### config.mk
export PLATFORM = sky130hd
export DESIGN_NAME = psat_front_flat
export DESIGN_NICKNAME = d
export VERILOG_FILES = /design/src/rtl/core/psat_pkg.sv /design/src/rtl/core/psat_if.sv /design/src/rtl/core/psat_front.sv /design/src/flat_wrapper.sv
export SDC_FILE = /design/constraint.sdc
export NUM_CORES = 1
export LEC_CHECK = 0
export ABC_AREA = 1
export BUFFER_PORTS_ARGS = -buffer_cell sky130_fd_sc_hd__buf_2
export CORE_AREA = 4 4 121 123
export DETAILED_ROUTE_END_ITERATION = 12
export DIE_AREA = 0 0 125 127
export PLACE_DENSITY = 0.6
export SETUP_SLACK_MARGIN = 0.02
export SLEW_MARGIN = 20
export SYNTH_ARGS = -nofsm -noshare
export SYNTH_HDL_FRONTEND = slang
export SYNTH_SLANG_ARGS = --single-unit
### constraint.sdc
create_clock -name clock -period 4.3 [get_ports clock]
set_input_delay 0.86 -clock clock [delete_from_list [all_inputs] [get_ports clock]]
set_output_delay 0.86 -clock clock [all_outputs]
set_load 0.005 [all_outputs]
### src/rtl/core/psat_pkg.sv
package psat_pkg;

   localparam int unsigned AddrWidth     = 48;
   localparam int unsigned RssiWidth     = 8;
   localparam int unsigned TypeWidth     = 2;
   localparam int unsigned SubtypeWidth  = 4;
   localparam int unsigned StatusWidth   = 3;
   localparam int unsigned IndexWidth    = 8;
   localparam int unsigned CountWidth    = 9;
   localparam int unsigned CsrIndexWidth = 1;
   localparam int unsigned CsrDataWidth  = 8;

   localparam logic [StatusWidth-1:0] StIgnored = 3'd0;
   localparam logic [StatusWidth-1:0] StNew     = 3'd1;
   localparam logic [StatusWidth-1:0] StNear    = 3'd2;
   localparam logic [StatusWidth-1:0] StQuiet   = 3'd3;
   localparam logic [StatusWidth-1:0] StDropped = 3'd4;

   localparam logic [CsrIndexWidth-1:0] CsrRssiThreshold = 1'd0;
   localparam logic [CsrIndexWidth-1:0] CsrReportNearby  = 1'd1;

   localparam logic signed [RssiWidth-1:0] RssiThresholdReset = -8'sd40;
   localparam logic                        ReportNearbyReset  = 1'b1;

   localparam logic [TypeWidth-1:0]    FrameTypeMgmt   = 2'd0;
   localparam logic [SubtypeWidth-1:0] SubtypeProbeReq = 4'd4;

   typedef struct packed {
      logic                 is_probe;
      logic                 near;
      logic [AddrWidth-1:0] addr;
   } item_type;

endpackage

### src/rtl/core/psat_if.sv
interface psat_req_if;
   import psat_pkg::*;

   logic                        valid;
   logic                        ready;
   logic [TypeWidth-1:0]        frame_type;
   logic [SubtypeWidth-1:0]     frame_subtype;
   logic [AddrWidth-1:0]        source_address;
   logic signed [RssiWidth-1:0] signal_strength;

   modport source (output valid, frame_type, frame_subtype, source_address, signal_strength,
                   input ready);
   modport sink (input valid, frame_type, frame_subtype, source_address, signal_strength,
                 output ready);
endinterface


### src/rtl/core/psat_front.sv
module psat_front (
   input  logic                                     clock,
   input  logic                                     reset,
   psat_req_if.sink                                 req_chan,
   input  logic                                     csr_write_enable,
   input  logic [psat_pkg::CsrIndexWidth-1:0]       csr_index,
   input  logic [psat_pkg::CsrDataWidth-1:0]        csr_write_data,
   output logic                                     q_valid,
   input  logic                                     q_ready,
   output psat_pkg::item_type                       q_item
);
   import psat_pkg::*;

   localparam int unsigned QueueDepth = 2;

   logic signed [RssiWidth-1:0] thr_ff, thr_in;
   logic                        near_en_ff, near_en_in;
   item_type                    slot_ff [QueueDepth];
   item_type                    item_in;
   logic                        wr_ptr_ff, wr_ptr_in;
   logic                        rd_ptr_ff, rd_ptr_in;
   logic [1:0]                  count_ff, count_in;
   logic                        push;
   logic                        pop;

   assign req_chan.ready = (count_ff != 2'(QueueDepth));
   assign push           = req_chan.valid && req_chan.ready;
   assign q_valid        = (count_ff != 2'd0);
   assign pop            = q_valid && q_ready;
   assign q_item         = slot_ff[rd_ptr_ff];

   always_comb begin
      thr_in     = thr_ff;
      near_en_in = near_en_ff;
      if (csr_write_enable) begin
         unique case (csr_index)
            CsrRssiThreshold: thr_in     = signed'(csr_write_data[RssiWidth-1:0]);
            CsrReportNearby:  near_en_in = csr_write_data[0];
            default: ;
         endcase
      end

      item_in.is_probe = (req_chan.frame_type == FrameTypeMgmt)
                         && (req_chan.frame_subtype == SubtypeProbeReq);
      item_in.near     = near_en_ff && (req_chan.signal_strength > thr_ff);
      item_in.addr     = req_chan.source_address;

      wr_ptr_in = push ? !wr_ptr_ff : wr_ptr_ff;
      rd_ptr_in = pop ? !rd_ptr_ff : rd_ptr_ff;
      count_in  = count_ff + 2'(push) - 2'(pop);
   end

   always_ff @(posedge clock) begin
      if (reset) begin
         thr_ff     <= RssiThresholdReset;
         near_en_ff <= ReportNearbyReset;
         wr_ptr_ff  <= 1'b0;
         rd_ptr_ff  <= 1'b0;
         count_ff   <= 2'd0;
      end else begin
         thr_ff     <= thr_in;
         near_en_ff <= near_en_in;
         wr_ptr_ff  <= wr_ptr_in;
         rd_ptr_ff  <= rd_ptr_in;
         count_ff   <= count_in;
      end
      if (push) begin
         slot_ff[wr_ptr_ff] <= item_in;
      end
   end

`ifndef ASSERT_OFF
   a_queue_bound: assert property (@(posedge clock) disable iff (reset)
      count_ff <= 2'(QueueDepth))
      else $error("request queue holds more entries than it has slots");

   a_queue_count: assert property (@(posedge clock) disable iff (reset)
      (push && !pop) |=> (count_ff == $past(count_ff) + 2'd1))
      else $error("queue occupancy did not follow an accepted request");
`endif

endmodule

### src/flat_wrapper.sv
// flat-port wrapper written by rule: the top's interface ports become plain ports
module psat_front_flat import psat_pkg::*;
  (clock, reset, csr_write_enable, csr_index, csr_write_data, q_valid, q_ready, q_item, req_chan_valid, req_chan_frame_type, req_chan_frame_subtype, req_chan_source_address, req_chan_signal_strength, req_chan_ready);
  psat_req_if req_chan_i ();
  input  logic clock;
  input  logic reset;
  input  logic csr_write_enable;
  input  logic [psat_pkg::CsrIndexWidth-1:0] csr_index;
  input  logic [psat_pkg::CsrDataWidth-1:0] csr_write_data;
  output logic q_valid;
  input  logic q_ready;
  output psat_pkg::item_type q_item;
  input wire logic [$bits(req_chan_i.valid)-1:0] req_chan_valid;
  input wire logic [$bits(req_chan_i.frame_type)-1:0] req_chan_frame_type;
  input wire logic [$bits(req_chan_i.frame_subtype)-1:0] req_chan_frame_subtype;
  input wire logic [$bits(req_chan_i.source_address)-1:0] req_chan_source_address;
  input wire logic [$bits(req_chan_i.signal_strength)-1:0] req_chan_signal_strength;
  output wire logic [$bits(req_chan_i.ready)-1:0] req_chan_ready;
  assign req_chan_i.valid = req_chan_valid;
  assign req_chan_i.frame_type = req_chan_frame_type;
  assign req_chan_i.frame_subtype = req_chan_frame_subtype;
  assign req_chan_i.source_address = req_chan_source_address;
  assign req_chan_i.signal_strength = req_chan_signal_strength;
  assign req_chan_ready = req_chan_i.ready;
  psat_front u_core (.clock(clock), .reset(reset), .req_chan(req_chan_i), .csr_write_enable(csr_write_enable), .csr_index(csr_index), .csr_write_data(csr_write_data), .q_valid(q_valid), .q_ready(q_ready), .q_item(q_item));
endmodule
==> results.toml, run 1 <==
[final_layout]
multi_input_area_mm2 = 0.001194
final_nets = 491
seqCellArea_mm2 = 0.003287
n_antenna_cell = 0
final_util_pct = 43.37
final_common_cell = "buf_2"
final.fill_count = 1272
fin_area_mm2 = 0.005927
final_layout_size_suffix_gt1_share_pct = 51.08
final_cell_mix = "127 x buf_2, 100 x edfxtp_1, 50 x mux2_4"
area_delta_synth_final_pct = 27.17
final_cells = 595

[timing]
fin_crit_sh_pct = 63.96
relSlewSlack_pct = 36.82
post-route-min-period_ns = 2.750
rsz0062_at_grt = "false"
setup_viol = 0
tightestPinTransition_ns = 0.9477
worst_slack_ns = 1.550
tns_ns = 0
drv_slew = 0
hold_viol_final = 0
clock_skew_ns = 0.007134
fmax_mhz = 363.6
timing.hold.ws_ns = 0.4583

[flow_run]
maxCapViolCount = 0

[place]
dp_slack_ns = 1.646
hpwl_mm = 6.099
gp_congestion = 0.7278
placed_cells = 566
portBuffers = 127
dpl_cell_area_mm2 = 0.005446

[clock_tree]
post_cts_buffers = 0
clk_pin_slew_worst_paths_ns = 0.05
cts_tree = "yes"
htree_levels = 4
cts_resized = 0
cts_buffer_depth = 2
clkLatencyLatePin_ns = 0.40
clock_sinks = 114
cts_hold_buf = 0
numCtsBuffers = 17
clockRootBuffer = "clkbuf_16"

[synthesis]
synth_compound_area_share_pct = 2.685
synth_top_cell_area_share_pct = 64.43
synthXorXnorAreaFrac_pct = 0.1879
syn_inst = 263
synthTopCellsByArea = "edfxtp_1 64%, mux2_4 16%, dfxtp_1 6.0%, ha_1 2.7%, buf_12 2.1%"
muxShareOfSynthArea_pct = 16.11
synth_top_family_by_area = "multiplexers"
synth_seq_cells = 114
synth_fa_ha_area_share_pct = 2.685
synthDistinctLibCells = 26
synth_area_leader_cell = "edfxtp_1"
yosysWarnings = 0
synth_nets = 349
seq_area_frac_synth_pct = 70.44
syn_area_mm2 = 0.004661
syn_avg_cell_area_um2 = 17.72
yosys.area_share.simple_pct = 3.624

[critical_path]
startpoint_type = "register"
rrSetupSlack_ns = 2.22
crit_fanout = 50
rr_worst_depth = 5
worst_path_max_delay_cell = "dfxtp_4"
worstPathArrival_ns = 1.89
cp-end-kind = "output pin"
cpPeakStageDelay_ns = 0.98
crit_required_ns = 3.44
cp_cell_sequence = "mux2_4, buf_2"
r2r_end = "u_core.slot_ff[0][44]$_DFFE_PP_"
path_class = "register to output pin"
r2r_start = "u_core.count_ff[0]$_SDFF_PP0_"

[floorplanning]
core_area_mm2 = 0.01367
dieArea_mm2 = 0.01588
ios = 128
rows = 43
initial_core_util_pct = 34.11
die_y_um = 127
die_w_um = 125

[detailed_routing]
via_per_inst = 4.294
drc = 0
firstDrtPassIters = 4
dr_total_vias = 2555
drtIter0Drc = 130
drt_wl_total_mm = 8.662
post_drt_wl_per_cell_um = 14.56
ant_nets = 0

[pwr]
power_density_mw_per_mm2 = 549.5
p_leak_nw = 2.480
ir_worst_vdd_v = 0.0002073
total_power_mw = 3.257

[hold_path]
min_to = "u_core.thr_ff[2]$_SDFFE_PP0P_"
min_path_type = "register to register"
hp-start = "u_core.thr_ff[2]$_SDFFE_PP0P_"
holdPathStages = 2

[status]
status = "finished, final reports clean"

[grt]
grt_overflow = 0
grt_pass1_wl_mm = 13.57
grt_usage_pct = 11.30
grt_pass1_vias = 2689
antenna_found_initial = 2
grt_max_degree = 51
[registers in the layout (all words and copies together), names as in the netlist, named ones only]
register           flops
u_core.count_ff        2
u_core.near_en_ff      1
u_core.rd_ptr_ff       1
u_core.slot_ff       100
u_core.thr_ff          8
u_core.wr_ptr_ff       1
[cell usage after synthesis]
| cell | number |
|---|---|
| edfxtp_1 | 100 |
| mux2_4 | 50 |
| inv_1 | 20 |
| nand2_1 | 20 |
| dfxtp_1 | 14 |
| ha_1 | 10 |
| nor2_1 | 9 |
| a21oi_1 | 8 |
| buf_12 | 5 |
| o211ai_1 | 4 |
| nand3_1 | 3 |
| o21ai_0 | 3 |
| o21ai_1 | 3 |
| inv_2 | 2 |
| a21o_1 | 1 |
| a21oi_2 | 1 |
| buf_2 | 1 |
| buf_6 | 1 |
| nand3b_1 | 1 |
| nand4_1 | 1 |
| nor2_2 | 1 |
| nor2_4 | 1 |
| nor3_1 | 1 |
| o21ai_2 | 1 |
| or2_4 | 1 |
| xnor2_1 | 1 |
[cells by family (layout without fill, tap and decap cells)]
kind of cell	after synthesis	count (layout)
DFF	114	114
xor gates and xnor gates	1	1
adders and majority gates	10	10
and+or+nand+nor	38	38
muxes	50	50
buffers and inverters	29	181
AOI/OAI and AO/OA	21	21
[per-layer routing]
metal | GRT usage, % | vias up | wire (µm) | share of wire, %
met4 | 4.592 | 4 | 115 | 1.3
met3 | 6.271 | 14 | 741 | 8.6
met2 | 17.81 | 92 | 4082 | 47
met1 | 12.82 | 1187 | 3695 | 43
li1 | - | 1258 | - | -
met5 | 0 | - | 27 | 0.31
[worst max path at each step]
stage | from | endpoint | slack [ns] | depth (start not counted)
finish | register | q_item[41] | 1.55 | 2
global placement | req_chan_valid | u_core.slot_ff[0][34]$_DFFE_PP_ | 1.66 | 4
floorplan | req_chan_valid | u_core.slot_ff[1][0]$_DFFE_PP_ | 0.78 | 2
global route | register | q_item[41] | 1.44 | 2
detailed placement | req_chan_valid | u_core.slot_ff[0][29]$_DFFE_PP_ | 1.65 | 4
CTS | register | q_item[41] | 1.48 | 2
[worst max-delay path: cells and delay by family (launching register included)]
family	cells	cell delay [ns]
flops	1	0.98
mux	1	0.37
buf+inv	1	0.13
[power breakdown]
part           internal [mW]  total (mW)  switching [mW]
sequential              1.38        1.49           0.110
clock                  0.707        1.13           0.423
combinational          0.384       0.639           0.254
[final cells by class]
cell class                 instances  area share [%]
clock buffer                      19           7.304
clock inverter                    10          0.8022
inverter                          22           1.393
multi-input combinational        120           20.14
sequential                       114           55.46
tap                              180           3.800
timing repair buffer             130           11.10
Power figures use the tool's default switching activity.
==> run 2, diff against run 1 <==
Settings changed: ABC_AREA 1 to 0, CORE_AREA 4 4 121 123 to 4 4 118 120, DIE_AREA 0 0 125 127 to 0 0 122 124, PLACE_DENSITY 0.6 to 0.63.
Clock period 4.3 ns to 2.5 ns, I/O delays scaled along.
==> run 2 against run 1 <==
Compared with the run above:
- critical path type unchanged
- sequential share of layout area rose by 0.13 points
- largest power group unchanged
- flip-flop and latch count did not move
- combinational power rose by 85%
- critical endpoint is now q_item[31]
- power rose by 91%
- non-clock buffer count rose by 1
- clock-buffer cell count fell by 1
==> results.toml, run 2 <==
[status]
status = "finished, final reports clean"

[critical_path]
worstPathArrival_ns = 1.76
crit_fanout = 17
startpoint_type = "register"
cp-end-kind = "output pin"
path_class = "register to output pin"
crit_required_ns = 2.00

[pwr]
p_leak_nw = 2.354
switching_share_pct = 23.38
power.internal_mw = 4.769
seq_power_share_pct = 40.7
p_switching_mw = 1.455
clkPwrFrac_pct = 40.4
total_power_mw = 6.224
ir_worst_vdd_v = 0.0004476
p_comb_share_pct = 18.9
power_density_mw_per_mm2 = 1053

[grt]
grt_pass1_vias = 2545
grt_overflow = 0
grt_max_degree = 51
antenna_found_initial = 0
grt_pass1_wl_mm = 12.16
grt_usage_pct = 11.02

[timing]
fin_crit_sh_pct = 90.58
clock_skew_ns = 0.005867
fmax_mhz = 441.6
worst_slack_ns = 0.2354
post-route-min-period_ns = 2.265
timing.hold.ws_ns = 0.2798
relSlewSlack_pct = 66.94
rsz0062_at_grt = "false"
hold_viol_final = 0
tightestPinTransition_ns = 0.4959
drv_slew = 0
tns_ns = 0
setup_viol = 0

[synthesis]
ys_top_cells_by_count = "100 x edfxtp_1, 50 x mux2_1, 17 x nor2_1"
syn_avg_cell_area_um2 = 18.03
seq_area_frac_synth_pct = 74.33
synth_top_cell_area_share_pct = 67.99
synthDistinctLibCells = 30
synthTopCellsByArea = "edfxtp_1 68%, mux2_1 13%, dfxtp_1 6.3%, ha_1 2.8%, buf_6 1.5%"
yosysMostFrequentCell = "edfxtp_1"
synth-async-reset-ratio_pct = 0
synth_area_leader_cell = "edfxtp_1"
synth_seq_cells = 114
yosysWarnings = 0
synth_nets = 331
synth_edf_count = 100
syn_area_mm2 = 0.004417
synthFlopType = "edfxtp_1"
syn_inst = 245

[final_layout]
final_cell_mix = "127 x buf_2, 100 x edfxtp_1, 50 x mux2_1"
top_register = "u_core.slot_ff"
final_nets = 473
area_delta_synth_final_pct = 33.77
top_regs = "u_core.slot_ff x100, u_core.thr_ff x8, u_core.count_ff x2"
final_layout_size_suffix_gt1_share_pct = 41.25
n_antenna_cell = 0
final_common_cell = "buf_2"
largest_reg_flops = 100
final.fill_count = 1179

[floorplanning]
die_y_um = 124
core_area_mm2 = 0.01298
ios = 128
die_w_um = 122
dieArea_mm2 = 0.01513
initial_core_util_pct = 34.03
rows = 42

[detailed_routing]
via_per_inst = 4.330
ant_nets = 0
drt_wl_total_mm = 7.934
drtIter0Drc = 85
drc = 0
dr_total_vias = 2494
post_drt_wl_per_cell_um = 13.77
firstDrtPassIters = 4

[clock_tree]
htree_levels = 4
post_cts_buffers = 0
clockRootBuffer = "clkbuf_16"
cts_buffer_depth = 2
cts_hold_buf = 0
cts_resized = 0
clock_sinks = 114
cts_tree = "yes"
clkLatencyLatePin_ns = 0.41
clk_pin_slew_worst_paths_ns = 0.05
numCtsBuffers = 17

[place]
portBuffers = 127
hpwl_mm = 5.487
dp_slack_ns = 0.6178
gp_congestion = 0.7625

[hold_path]
min_path_type = "input port to register"

[flow_run]
maxCapViolCount = 0
==> run 2: cell type report <==
type	instances	area, µm²	share of cell area, %
Multi-Input combinational cell	111	1021	17.28
Clock inverter	14	192.7	3.261
Timing Repair Buffer	131	715.7	12.11
Inverter	12	45.04	0.7624
Sequential cell	114	3284	55.59
Clock buffer	18	429.2	7.264
Tap cell	176	220.2	3.727
==> run 2: worst max-delay path, cell delays in order (launching register included) <==
cell and delay (ns):
dfxtp_2 0.62, buf_12 0.23, mux2_1 0.35, buf_2 0.14
==> run 2: kinds of logic (layout without fill, tap and decap cells) <==
| logic type | Yosys count | in the layout | synth area share (%) |
|---|---|---|---|
| mux | 51 | 51 | 12.97 |
| buf+inv | 20 | 175 | 2.748 |
| compound gates | 16 | 16 | 2.578 |
| fa+ha+maj | 10 | 10 | 2.833 |
| xor+xnor | 4 | 4 | 0.9634 |
| simple gates | 30 | 30 | 3.570 |
| flops | 114 | 114 | 74.33 |
==> run 2: per-layer routing <==
metal	track usage (%)	vias up	routed length, µm	share of wire (%)
li1	-	1213	-	-
met1	12.23	1167	3231	41
met2	16.37	97	3657	46
met3	6.494	17	875	11
met4	6.513	0	170	2.1
met5	0	-	0	0
==> run 2: power groups by stage <==
| stage | combinational (mW) | clock [mW] | sequential, mW |
|---|---|---|---|
| floorplan | 0.724 | 0 | 2.51 |
| CTS | 1.21 | 2.59 | 2.54 |
| global placement | 1.19 | 0 | 2.57 |
| global route | 1.31 | 2.68 | 2.56 |
| finish | 1.18 | 2.51 | 2.53 |
| detailed placement | 1.20 | 0 | 2.58 |
==> run 2: final timing paths <==
| check | startpoint | endpoint | slack (ns) | depth (start not counted) |
|---|---|---|---|---|
| setup / recovery | register | q_item[31] | 0.24 | 3 |
| hold / removal | req_chan_source_address[7] | u_core.slot_ff[0][7]$_DFFE_PP_ | 0.28 | 1 |
| setup reg to reg | u_core.count_ff[1]$_SDFF_PP0_ | u_core.count_ff[1]$_SDFF_PP0_ | 0.78 | 8 |
| hold reg to reg | u_core.thr_ff[0]$_SDFFE_PP0P_ | u_core.thr_ff[0]$_SDFFE_PP0P_ | 0.50 | 2 |
==> run 2: stage by stage <==
step           instance area [µm²]  utilization (%)  std cells
2_1_floorplan                 4419                -        245
3_3_place_gp                  5286            40.73        544
3_5_place_dp                  5286            40.73        544
4_1_cts                       5908            45.52        576
5_1_grt                       5908            45.52        576
6_report                      5908            45.52        576
==> run 3, diff against run 2 <==
Settings changed: CORE_AREA 4 4 118 120 to 4 4 103 105, DIE_AREA 0 0 122 124 to 0 0 107 109, GPL_TIMING_DRIVEN set to 0, PLACE_DENSITY 0.63 to 0.78.
==> run 3 against run 2 <==
Compared with the run above:
- maximum frequency rose by 5.6%
- register-to-register slack barely moved
- clock-buffer cell count rose by 7
- critical path depth rose by 1
==> results.toml, run 3 (same netlist as run 2, synthesis figures left out) <==
[status]
status = "finished, final reports clean"

[detailed_routing]
drc = 0
firstDrtPassIters = 4
via_per_inst = 4.712
ant_nets = 0
drtIter0Drc = 100
drt_wl_total_mm = 8.351
post_drt_wl_per_cell_um = 15.49
dr_total_vias = 2540

[final_layout]
top_register = "u_core.slot_ff"
final_util_pct = 60.77
top_regs = "u_core.slot_ff x100, u_core.thr_ff x8, u_core.count_ff x2"
final_common_cell = "buf_2"
final_nets = 479
area_delta_synth_final_pct = 32.63
n_antenna_cell = 0
fin_area_mm2 = 0.005858
largest_reg_flops = 100
final_layout_size_suffix_gt1_share_pct = 42.36
final_cell_mix = "128 x buf_2, 100 x edfxtp_1, 50 x mux2_1"
final_cells = 539

[clock_tree]
clock_sinks = 114
htree_levels = 4
cts_buffer_depth = 2
clk_pin_slew_worst_paths_ns = 0.06
clkLatencyLatePin_ns = 0.49
numCtsBuffers = 17
cts_resized = 0
post_cts_buffers = 0
clockRootBuffer = "clkbuf_8"
cts_tree = "yes"
cts_hold_buf = 0

[timing]
rsz0062_at_grt = "false"
fin_crit_sh_pct = 85.78
timing.hold.ws_ns = 0.1942
fmax_mhz = 466.3
setup_viol = 0
worst_slack_ns = 0.3556
post-route-min-period_ns = 2.144
tightestPinTransition_ns = 0.7285
relSlewSlack_pct = 51.43
hold_viol_final = 0
tns_ns = 0
clock_skew_ns = 0.006642
drv_slew = 0

[hold_path]
min_to = "u_core.slot_ff[0][35]$_DFFE_PP_"
hp-start = "req_chan_source_address[35]"
min_path_type = "input port to register"
holdPathStages = 1

[critical_path]
crit_fanout = 10
cp-end-kind = "output pin"
worst_path_max_delay_cell = "mux2_1"
startpoint_type = "register"
crit_path_frequent_cell = "buf_2"
cpPeakStageDelay_ns = 0.34
rr_worst_depth = 4
r2r_end = "u_core.slot_ff[0][34]$_DFFE_PP_"
cp_cell_sequence = "buf_2, buf_6, mux2_1, buf_2"
crit_required_ns = 2.00
worstPathArrival_ns = 1.64
path_class = "register to output pin"
critPathBufInv = 3
r2r_start = "u_core.count_ff[0]$_SDFF_PP0_"
path_delay_family = "buffers and inverters"
rrSetupSlack_ns = 0.78

[grt]
grt_usage_pct = 15.05
grt_pass1_wl_mm = 13.29
grt_pass1_vias = 2723
grt_max_degree = 51
grt_overflow = 0
antenna_found_initial = 1

[place]
portBuffers = 127
dpl_cell_area_mm2 = 0.005286
hpwl_mm = 5.780
placed_cells = 507
gp_congestion = 0.7424
dp_slack_ns = 0.6775

[floorplanning]
die_w_um = 107
initial_core_util_pct = 45.82
die_y_um = 109
ios = 128
dieArea_mm2 = 0.01166
core_area_mm2 = 0.009639
rows = 36

[pwr]
ir_worst_vdd_v = 0.0006279
power_density_mw_per_mm2 = 1021
p_leak_nw = 2.366
total_power_mw = 5.978

[flow_run]
maxCapViolCount = 0
## run 3: cell count changes in the layout (fill, tap and decap cells not counted), sizes merged
| cell | change |
|---|---|
| clkinv | -2 |
| buf | +5 |
| bufinv | -5 |
| clkbuf | +8 |
## run 3: area by class of cell
type                       instances  area (µm²)
buffer                             8       76.32
clock buffer                      25       526.8
clock inverter                     7       45.04
fill                             768        3781
inverter                          12       45.04
multi-input combinational        111        1025
sequential                       114        3283
tap                              133       166.4
timing repair buffer             129       690.7
## run 3: worst max-delay path by stage
stage,from,to,cells past startpoint
finish,register,q_item[27],4
global route,register,q_item[27],4
CTS,register,q_item[21],4
detailed placement,req_chan_valid,u_core.slot_ff[0][33]$_DFFE_PP_,4
global placement,req_chan_valid,u_core.slot_ff[0][11]$_DFFE_PP_,3
floorplan,req_chan_valid,u_core.slot_ff[0][0]$_DFFE_PP_,2
## run 3: power breakdown
| group | internal [mW] | total [mW] | switching [mW] |
|---|---|---|---|
| clock | 1.44 | 2.22 | 0.781 |
| combinational | 0.642 | 1.27 | 0.627 |
| sequential | 2.42 | 2.49 | 0.0717 |
## run 3: metal layers
metal	GRT usage [%]	up-vias	wire, µm
met5	0	-	13
li1	-	1225	-
met3	6.039	11	588
met4	4.658	2	84
met1	18.02	1212	3451
met2	25.13	90	4213
